<file path="src/design/pcanon_pkg.sv">
`timescale 1ns / 1ps

package pcanon_pkg;

  localparam logic [7:0] SLASH_BYTE = 8'd47;
  localparam logic [7:0] DOT_BYTE   = 8'd46;

  localparam logic [1:0] CLS_EMPTY  = 2'd0;
  localparam logic [1:0] CLS_DOT    = 2'd1;
  localparam logic [1:0] CLS_DOTDOT = 2'd2;
  localparam logic [1:0] CLS_OTHER  = 2'd3;

  localparam int SEG_LEN_W = 7;
  localparam logic [SEG_LEN_W-1:0] SEG_LEN_SAT = 7'd127;

  typedef struct packed {
    logic take;
    logic close;
    logic drain;
    logic fire;
    logic clear;
  } pcanon_cmd_t;

  typedef struct packed {
    logic out_last;
  } pcanon_sts_t;

endpackage

</file>
<file path="src/design/pcanon_ctrl.sv">
`timescale 1ns / 1ps

module pcanon_ctrl (
  input  logic                     clk,
  input  logic                     rst,
  input  logic                     s_tvalid,
  input  logic                     s_tlast,
  output logic                     s_tready,
  output logic                     m_tvalid,
  input  logic                     m_tready,
  output pcanon_pkg::pcanon_cmd_t  cmd,
  input  pcanon_pkg::pcanon_sts_t  sts
);
  import pcanon_pkg::*;

  localparam logic [1:0] ST_IN    = 2'd0;
  localparam logic [1:0] ST_CLOSE = 2'd1;
  localparam logic [1:0] ST_DRAIN = 2'd2;

  logic [1:0] state;
  logic [1:0] state_next;
  logic       take;
  logic       fire;
  logic       done;

  assign s_tready = (state == ST_IN);
  assign m_tvalid = (state == ST_DRAIN);
  assign take     = s_tvalid && s_tready;
  assign fire     = m_tvalid && m_tready;
  assign done     = fire && sts.out_last;

  assign cmd.take  = take;
  assign cmd.close = (state == ST_CLOSE);
  assign cmd.drain = (state == ST_DRAIN);
  assign cmd.fire  = fire;
  assign cmd.clear = done;

  always_comb begin
    state_next = state;
    case (state)
      ST_IN: begin
        if (take && s_tlast) state_next = ST_CLOSE;
      end
      ST_CLOSE: begin
        state_next = ST_DRAIN;
      end
      ST_DRAIN: begin
        if (done) state_next = ST_IN;
      end
      default: begin
        state_next = ST_IN;
      end
    endcase
  end

  always_ff @(posedge clk) begin
    if (rst) begin
      state <= ST_IN;
    end else begin
      state <= state_next;
    end
  end

endmodule

</file>
<file path="src/design/pcanon_dp.sv">
`timescale 1ns / 1ps

module pcanon_dp #(
  parameter int MAX_PATH_BYTES = 64,
  parameter int MAX_SEGMENTS   = 32
) (
  input  logic                     clk,
  input  logic                     rst,
  input  pcanon_pkg::pcanon_cmd_t  cmd,
  input  logic [7:0]               ch,
  output pcanon_pkg::pcanon_sts_t  sts,
  output logic [7:0]               out_ch,
  output logic                     out_last,
  output logic                     overflow
);
  import pcanon_pkg::*;

  localparam int LW         = $clog2(MAX_PATH_BYTES + 1);
  localparam int SW         = $clog2(MAX_SEGMENTS + 1);
  localparam int SIW        = (MAX_SEGMENTS > 1) ? $clog2(MAX_SEGMENTS) : 1;
  localparam int BANK_DEPTH = (MAX_PATH_BYTES + 1) / 2;
  localparam int BW         = (BANK_DEPTH > 1) ? $clog2(BANK_DEPTH) : 1;
  localparam int SUMW       = SEG_LEN_W + 1;
  localparam logic [LW-1:0]   MAX_LEN = LW'(MAX_PATH_BYTES);
  localparam logic [SW-1:0]   MAX_SEG = SW'(MAX_SEGMENTS);
  localparam logic [SUMW-1:0] MAX_SUM = SUMW'(MAX_PATH_BYTES);

  // path bytes split into even and odd banks so a slash and the
  // first segment byte can be written in the same cycle
  logic [7:0]    bank0 [BANK_DEPTH];
  logic [7:0]    bank1 [BANK_DEPTH];
  logic [LW-1:0] segment_starts [MAX_SEGMENTS];

  logic [SW-1:0]        stack_count,      stack_count_next;
  logic [LW-1:0]        committed_length, committed_length_next;
  logic [LW-1:0]        working_length,   working_length_next;
  logic [SEG_LEN_W-1:0] segment_length,   segment_length_next;
  logic [1:0]           segment_class,    segment_class_next;
  logic                 overflow_flag,    overflow_flag_next;

  logic            close_now;
  logic [LW-1:0]   commit_tmp;
  logic [LW-1:0]   wl_tmp;
  logic [SUMW-1:0] seg_sum;
  logic [SIW-1:0]  top_idx;
  logic [LW-1:0]   top_start;
  logic [SIW-1:0]  push_idx;
  logic            push_en;
  logic            wa_en;
  logic [LW-1:0]   wa_addr;
  logic            wb_en;
  logic [LW-1:0]   wb_addr;
  logic            b0_we;
  logic [BW-1:0]   b0_addr;
  logic [7:0]      b0_data;
  logic            b1_we;
  logic [BW-1:0]   b1_addr;
  logic [7:0]      b1_data;

  logic [LW-1:0]   idx;
  logic [LW-1:0]   rd_addr;
  logic [7:0]      rd0;
  logic [7:0]      rd1;
  logic            rd_sel;
  logic            last_i;

  assign close_now = cmd.close || (cmd.take && (ch == SLASH_BYTE));
  assign top_idx   = SIW'(stack_count_next - 1'b1);
  assign push_idx  = SIW'(stack_count);
  assign seg_sum   = SUMW'(committed_length) + SUMW'(1) + SUMW'(segment_length);

  always_comb begin
    stack_count_next      = stack_count;
    committed_length_next = committed_length;
    working_length_next   = working_length;
    segment_length_next   = segment_length;
    segment_class_next    = segment_class;
    overflow_flag_next    = overflow_flag;
    commit_tmp            = committed_length;
    wl_tmp                = working_length;
    push_en               = 1'b0;
    wa_en                 = 1'b0;
    wa_addr               = working_length;
    wb_en                 = 1'b0;
    wb_addr               = working_length;
    if (cmd.clear) begin
      stack_count_next      = '0;
      committed_length_next = '0;
      working_length_next   = '0;
      segment_length_next   = '0;
      segment_class_next    = CLS_EMPTY;
      overflow_flag_next    = 1'b0;
    end else if (close_now) begin
      case (segment_class)
        CLS_DOTDOT: begin
          if (stack_count != '0) begin
            stack_count_next = stack_count - 1'b1;
            commit_tmp       = top_start;
          end
        end
        CLS_OTHER: begin
          if (committed_length >= MAX_LEN || stack_count >= MAX_SEG) begin
            overflow_flag_next = 1'b1;
          end else begin
            if (seg_sum > MAX_SUM) overflow_flag_next = 1'b1;
            push_en          = 1'b1;
            stack_count_next = stack_count + 1'b1;
            commit_tmp       = working_length;
          end
        end
        default: begin
        end
      endcase
      committed_length_next = commit_tmp;
      working_length_next   = commit_tmp;
      segment_length_next   = '0;
      segment_class_next    = CLS_EMPTY;
    end else if (cmd.take) begin
      if (segment_length == '0) begin
        if (wl_tmp < MAX_LEN) begin
          wa_en   = 1'b1;
          wa_addr = wl_tmp;
          wl_tmp  = wl_tmp + 1'b1;
        end
        segment_class_next = (ch == DOT_BYTE) ? CLS_DOT : CLS_OTHER;
      end else if (segment_class == CLS_DOT && ch == DOT_BYTE) begin
        segment_class_next = CLS_DOTDOT;
      end else begin
        segment_class_next = CLS_OTHER;
      end
      if (wl_tmp < MAX_LEN) begin
        wb_en   = 1'b1;
        wb_addr = wl_tmp;
        wl_tmp  = wl_tmp + 1'b1;
      end
      working_length_next = wl_tmp;
      if (segment_length != SEG_LEN_SAT) segment_length_next = segment_length + 1'b1;
    end
  end

  always_comb begin
    b0_we   = 1'b0;
    b0_addr = BW'(wb_addr >> 1);
    b0_data = ch;
    b1_we   = 1'b0;
    b1_addr = BW'(wb_addr >> 1);
    b1_data = ch;
    if (wa_en && !wa_addr[0]) begin
      b0_we   = 1'b1;
      b0_addr = BW'(wa_addr >> 1);
      b0_data = SLASH_BYTE;
    end else if (wb_en && !wb_addr[0]) begin
      b0_we = 1'b1;
    end
    if (wa_en && wa_addr[0]) begin
      b1_we   = 1'b1;
      b1_addr = BW'(wa_addr >> 1);
      b1_data = SLASH_BYTE;
    end else if (wb_en && wb_addr[0]) begin
      b1_we = 1'b1;
    end
  end

  always_ff @(posedge clk) begin
    if (rst) begin
      stack_count      <= '0;
      committed_length <= '0;
      working_length   <= '0;
      segment_length   <= '0;
      segment_class    <= CLS_EMPTY;
      overflow_flag    <= 1'b0;
    end else begin
      stack_count      <= stack_count_next;
      committed_length <= committed_length_next;
      working_length   <= working_length_next;
      segment_length   <= segment_length_next;
      segment_class    <= segment_class_next;
      overflow_flag    <= overflow_flag_next;
    end
  end

  // top_start tracks the entry on top of the stack
  always_ff @(posedge clk) begin
    if (push_en) segment_starts[push_idx] <= committed_length;
    top_start <= push_en ? committed_length : segment_starts[top_idx];
  end

  always_ff @(posedge clk) begin
    if (b0_we) bank0[b0_addr] <= b0_data;
    if (b1_we) bank1[b1_addr] <= b1_data;
    rd0    <= bank0[BW'(rd_addr >> 1)];
    rd1    <= bank1[BW'(rd_addr >> 1)];
    rd_sel <= rd_addr[0];
  end

  // read runs one byte ahead of the presented one
  assign last_i = (committed_length == '0) || ((idx + 1'b1) == committed_length);

  always_comb begin
    rd_addr = '0;
    if (cmd.drain) begin
      rd_addr = (cmd.fire && !last_i) ? idx + 1'b1 : idx;
    end
  end

  always_ff @(posedge clk) begin
    if (rst || cmd.close) begin
      idx <= '0;
    end else if (cmd.fire) begin
      idx <= idx + 1'b1;
    end
  end

  assign out_ch       = (committed_length == '0) ? SLASH_BYTE : (rd_sel ? rd1 : rd0);
  assign out_last     = last_i;
  assign overflow     = overflow_flag;
  assign sts.out_last = last_i;

endmodule

</file>
<file path="src/design/path_canonicalizer_top.sv">
`timescale 1ns / 1ps
// channel  dir  tdata              tuser       tlast
// s_*      in   [7:0] ch           -           last
// m_*      out  [7:0] out_ch       [0] overflow out_last
//
// One path byte is taken per cycle while no result is pending.
// After the byte marked last, the close state ends the final segment, then
// one result per cycle from the banked path buffer (read one byte ahead).
// m_tready low holds the current byte; s_tready stays low until the last
// result transaction. rst clears state and registers, not the buffers.
module path_canonicalizer_top #(
  parameter int MAX_PATH_BYTES = 64,
  parameter int MAX_SEGMENTS   = 32
) (
  input  logic       clk,
  input  logic       rst,
  input  logic       s_tvalid,
  output logic       s_tready,
  input  logic [7:0] s_tdata,  // [7:0] ch
  input  logic       s_tlast,
  output logic       m_tvalid,
  input  logic       m_tready,
  output logic [7:0] m_tdata,  // [7:0] out_ch
  output logic       m_tlast,
  output logic       m_tuser   // [0] overflow
);
  import pcanon_pkg::*;

  pcanon_cmd_t cmd;
  pcanon_sts_t sts;

  pcanon_ctrl u_ctrl (
    .clk      (clk),
    .rst      (rst),
    .s_tvalid (s_tvalid),
    .s_tlast  (s_tlast),
    .s_tready (s_tready),
    .m_tvalid (m_tvalid),
    .m_tready (m_tready),
    .cmd      (cmd),
    .sts      (sts)
  );

  pcanon_dp #(
    .MAX_PATH_BYTES (MAX_PATH_BYTES),
    .MAX_SEGMENTS   (MAX_SEGMENTS)
  ) u_dp (
    .clk      (clk),
    .rst      (rst),
    .cmd      (cmd),
    .ch       (s_tdata),
    .sts      (sts),
    .out_ch   (m_tdata),
    .out_last (m_tlast),
    .overflow (m_tuser)
  );

endmodule

</file>
<file path="config.mk">
export PLATFORM = sky130hd
export DESIGN_NAME = path_canonicalizer_top
export DESIGN_NICKNAME = d
export VERILOG_FILES = /design/src/design/pcanon_pkg.sv /design/src/design/pcanon_ctrl.sv /design/src/design/pcanon_dp.sv /design/src/design/path_canonicalizer_top.sv
export SDC_FILE = /design/constraint.sdc
export NUM_CORES = 1
export LEC_CHECK = 0
export BUFFER_PORTS_ARGS = -buffer_cell sky130_fd_sc_hd__buf_2
export CORE_ASPECT_RATIO = 0.7
export CORE_MARGIN = 2
export CORE_UTILIZATION = 45
export CTS_CLUSTER_DIAMETER = 200
export DETAILED_ROUTE_END_ITERATION = 8
export GPL_TIMING_DRIVEN = 0
export SLEW_MARGIN = 15
export SYNTH_ARGS = -nofsm -noshare
export SYNTH_HDL_FRONTEND = slang
export SYNTH_HIERARCHICAL = 1
export SYNTH_SLANG_ARGS = --single-unit
</file>
<file path="constraint.sdc">
create_clock -name clk -period 6.7 [get_ports clk]
set_clock_uncertainty 0.2 [all_clocks]
set_input_delay 1.34 -clock clk [delete_from_list [all_inputs] [get_ports clk]]
set_output_delay 1.34 -clock clk [all_outputs]
set_load 0.01 [all_outputs]
</file>
==> reports/qor.csv <==
metric,value,unit
die_w,325,um
syn2layout_area_growth,12.6,%
dieArea,74500,um^2
cts_tree,built,
ys.flop_type,edfxtp_1,
cts_hold_buf,0,
antenna_found_initial,0,
finalCritPeriodShare,89.2,%
crit_arrival,6010,ps
clock.fmax,0.167,GHz
portBuffers,24,
slew_violations,0,
fin_setup_tns,0,ps
clk_latency,620,ps
critPathKind,reg2reg,
gr-usage-met2,27.9,%
max_cap_viol_count,0,
num_rows,82,
fin_crit,5970,ps
setup_viol_count_final,0,
dr.pass1.iters,7,
start_util,45.5,%
ys_seq_area_share,71.7,%
grt_use_met1,34.3,%
nets,2105,
drt-wirelength-per-cell,25.4,um
rsz0062_at_grt,false,
fin_total_pwr,10.6,mW
core,71500,um^2
cts_sinks,797,
root_buffer,clkbuf_16,
cts_made_buffers,78,
antenna_cells,0,
pin_count,25,
tightestPinTransition,1230,ps
peakVddDrop,172,uV
p_per_area,289,nW/um^2
grt_max_degree,40,
synth-warning-count,6,
critPathCaptureType,register,
synth.distinct_cells,68,
die_y,229,um
dp_hpwl,55100,um
clk_pin_slew,60,ps
vias,18000,
ant_nets,0,
start_kind,register,
htreeDepth,3,
synth_seq_cells,797,
leakagePower,11.4,nW
synth_area,32500,um^2
grt.busiest_layer,met1,
grt.overflow.total,0,
ys_async_sr_fraction,0,%
syn_inst,1967,
wl,79000,um
place_ws,374,ps
drive_gt1_share,15.0,%
synth_edf_count,736,
gp_congestion,0.910,
grt_pass1_wl,116000,um
grt_pass1_vias,17500,
final_area,36600,um^2
met3_usage,5.30,%
drt_iter0_markers,2233,
hold_viol_final,0,
crit_path_max_fanout,10,
avgSynthCellArea,16.5,um^2
postCtsSetupRepairBufs,0,
place_area,33900,um^2
remaining_drc_errors,0,
clock_path_buffers,3,
cp.required,6740,ps
maxSlewHeadroom,17.1,%
syn_nets,1998,
status,"finished, final reports clean",
avgViaCountPerCell,5.81,
finish.utilization,51.2,%
grt.total_usage,21.2,%
postLayoutSetupSlackWorst,726,ps
cts_resized,0,
min_path_type,reg2reg,
## synthesized netlist by cell type, drive strengths merged, types with 7 or more instances
library cell    n  share of area [%]
nand4          21               0.40
a21oi          22               0.35
a221o          16               0.49
nand2         122                1.4
a32oi          16               0.43
buf            48               0.87
clkbuf         47               0.54
nor2          150                1.7
inv            17               0.20
nand2b         15               0.29
a22oi          82                1.9
ha             17               0.65
nand3          22               0.34
xnor2          24               0.65
xor2           22               0.59
edfxtp        736                 68
nor4           14               0.46
nor2b           7               0.13
a22o           16               0.43
o21ai          18               0.28
and4            7               0.19
mux2i         264                8.2
mux4           70                4.8
mux2            8               0.29
nor3           32               0.49
dfxtp          61                3.8
and2           21               0.41
## per-stage QoR
stage / instances / hold WS [ps]
final: 3105 / 334
after global routing: 3105 / 370
after CTS: 3104 / 331
after detailed placement: 2959 / 320
after global placement: 2957 / 314
after floorplan: 1967 / 271
## state kept, by name, indices dropped and copies added (netlist names), named ones only
name and flops:
u_dp/bank0 256, u_dp/bank1 256, u_dp/segment_starts 224, u_dp/rd0 8, u_dp/rd1 8, u_dp/committed_length 7
u_dp/idx 7, u_dp/segment_length 7, u_dp/working_length 7, u_dp/stack_count 6, u_ctrl/state 2, u_dp/segment_class 2
u_dp/overflow 1, u_dp/rd_sel 1
## placed cells by master (no fill, tap or decap), types with 8 or more instances in the layout
cell type    n
clkbuf_16   81
nand3_1     22
mux2i_1    262
nor4_2      10
nand2b_2     8
and2_1      16
clkinv_1    10
a32oi_1     16
buf_4       14
xnor2_1     24
nand4_1     21
dfxtp_1     54
nand2_1    121
nor3_1      30
clkbuf_1    58
xor2_1      22
bufinv_16    9
a221o_1     16
a22oi_1     82
edfxtp_1   736
a21oi_1     21
o21ai_0     18
clkinv_2    22
mux4_2      70
ha_1        17
a22o_1      16
inv_1       17
nor2_1     150
buf_2       49
## critical path, stage by stage (launching register included)
cell,delay (ps)
dfxtp_1,480
ha_1,270
or3b_1,360
a21oi_1,240
nor4_4,120
nand2_1,90
nand2_1,160
buf_4,210
and3_1,150
buf_4,120
clkbuf_1,220
nor3b_1,550
nand3_1,580
nand2_1,260
mux2i_1,310
nand3b_1,360
nor2_1,900
## layer usage
layer | vias up | routed length, um
met1 | 9207 | 37700
met2 | 751 | 31400
met5 | - | 0
li1 | 7986 | -
met4 | 0 | 1800
met3 | 102 | 8110
## final cells by class
type / instances / area, um^2
Fill cell: 5753 / 34900
Sequential cell: 797 / 23300
Multi-Input combinational cell: 1058 / 8750
Clock buffer: 97 / 2140
Tap cell: 966 / 1210
Clock inverter: 48 / 518
Buffer: 95 / 464
Timing Repair Buffer: 27 / 141
Inverter: 17 / 63.8
## kinds of logic after synthesis
| group | share of synthesized area, % |
|---|---|
| flip-flops | 71.7 |
| AND/OR/NAND/NOR | 6.57 |
| multiplexers | 13.3 |
| AO/OA/AOI/OAI | 4.86 |
| buffers and inverters | 1.61 |
| XOR/XNOR | 1.24 |
| adder cells (fa/ha/maj) | 0.715 |
## power breakdown
part	switching [mW]	total, mW	internal, mW	leakage [nW]
clock	1.85	4.49	2.63	1.32
combinational	0.351	0.479	0.128	3.03
sequential	0.0466	5.60	5.55	7.09
total	2.25	10.6	8.31	11.4
## path summary, 6_finish.rpt
check | from | end | slack [ps] | depth (start not counted)
worst min-delay path | u_dp/segment_length[6] | u_dp/segment_length[6] | 330 | 2
worst min register to register | u_dp/segment_length[6] | u_dp/segment_length[6] | 330 | 2
worst max-delay path | u_dp/idx[0] | u_dp/bank1[26][6] | 730 | 16
worst max register to register | u_dp/idx[0] | u_dp/bank1[26][6] | 730 | 16
Power figures use the tool's default switching activity.
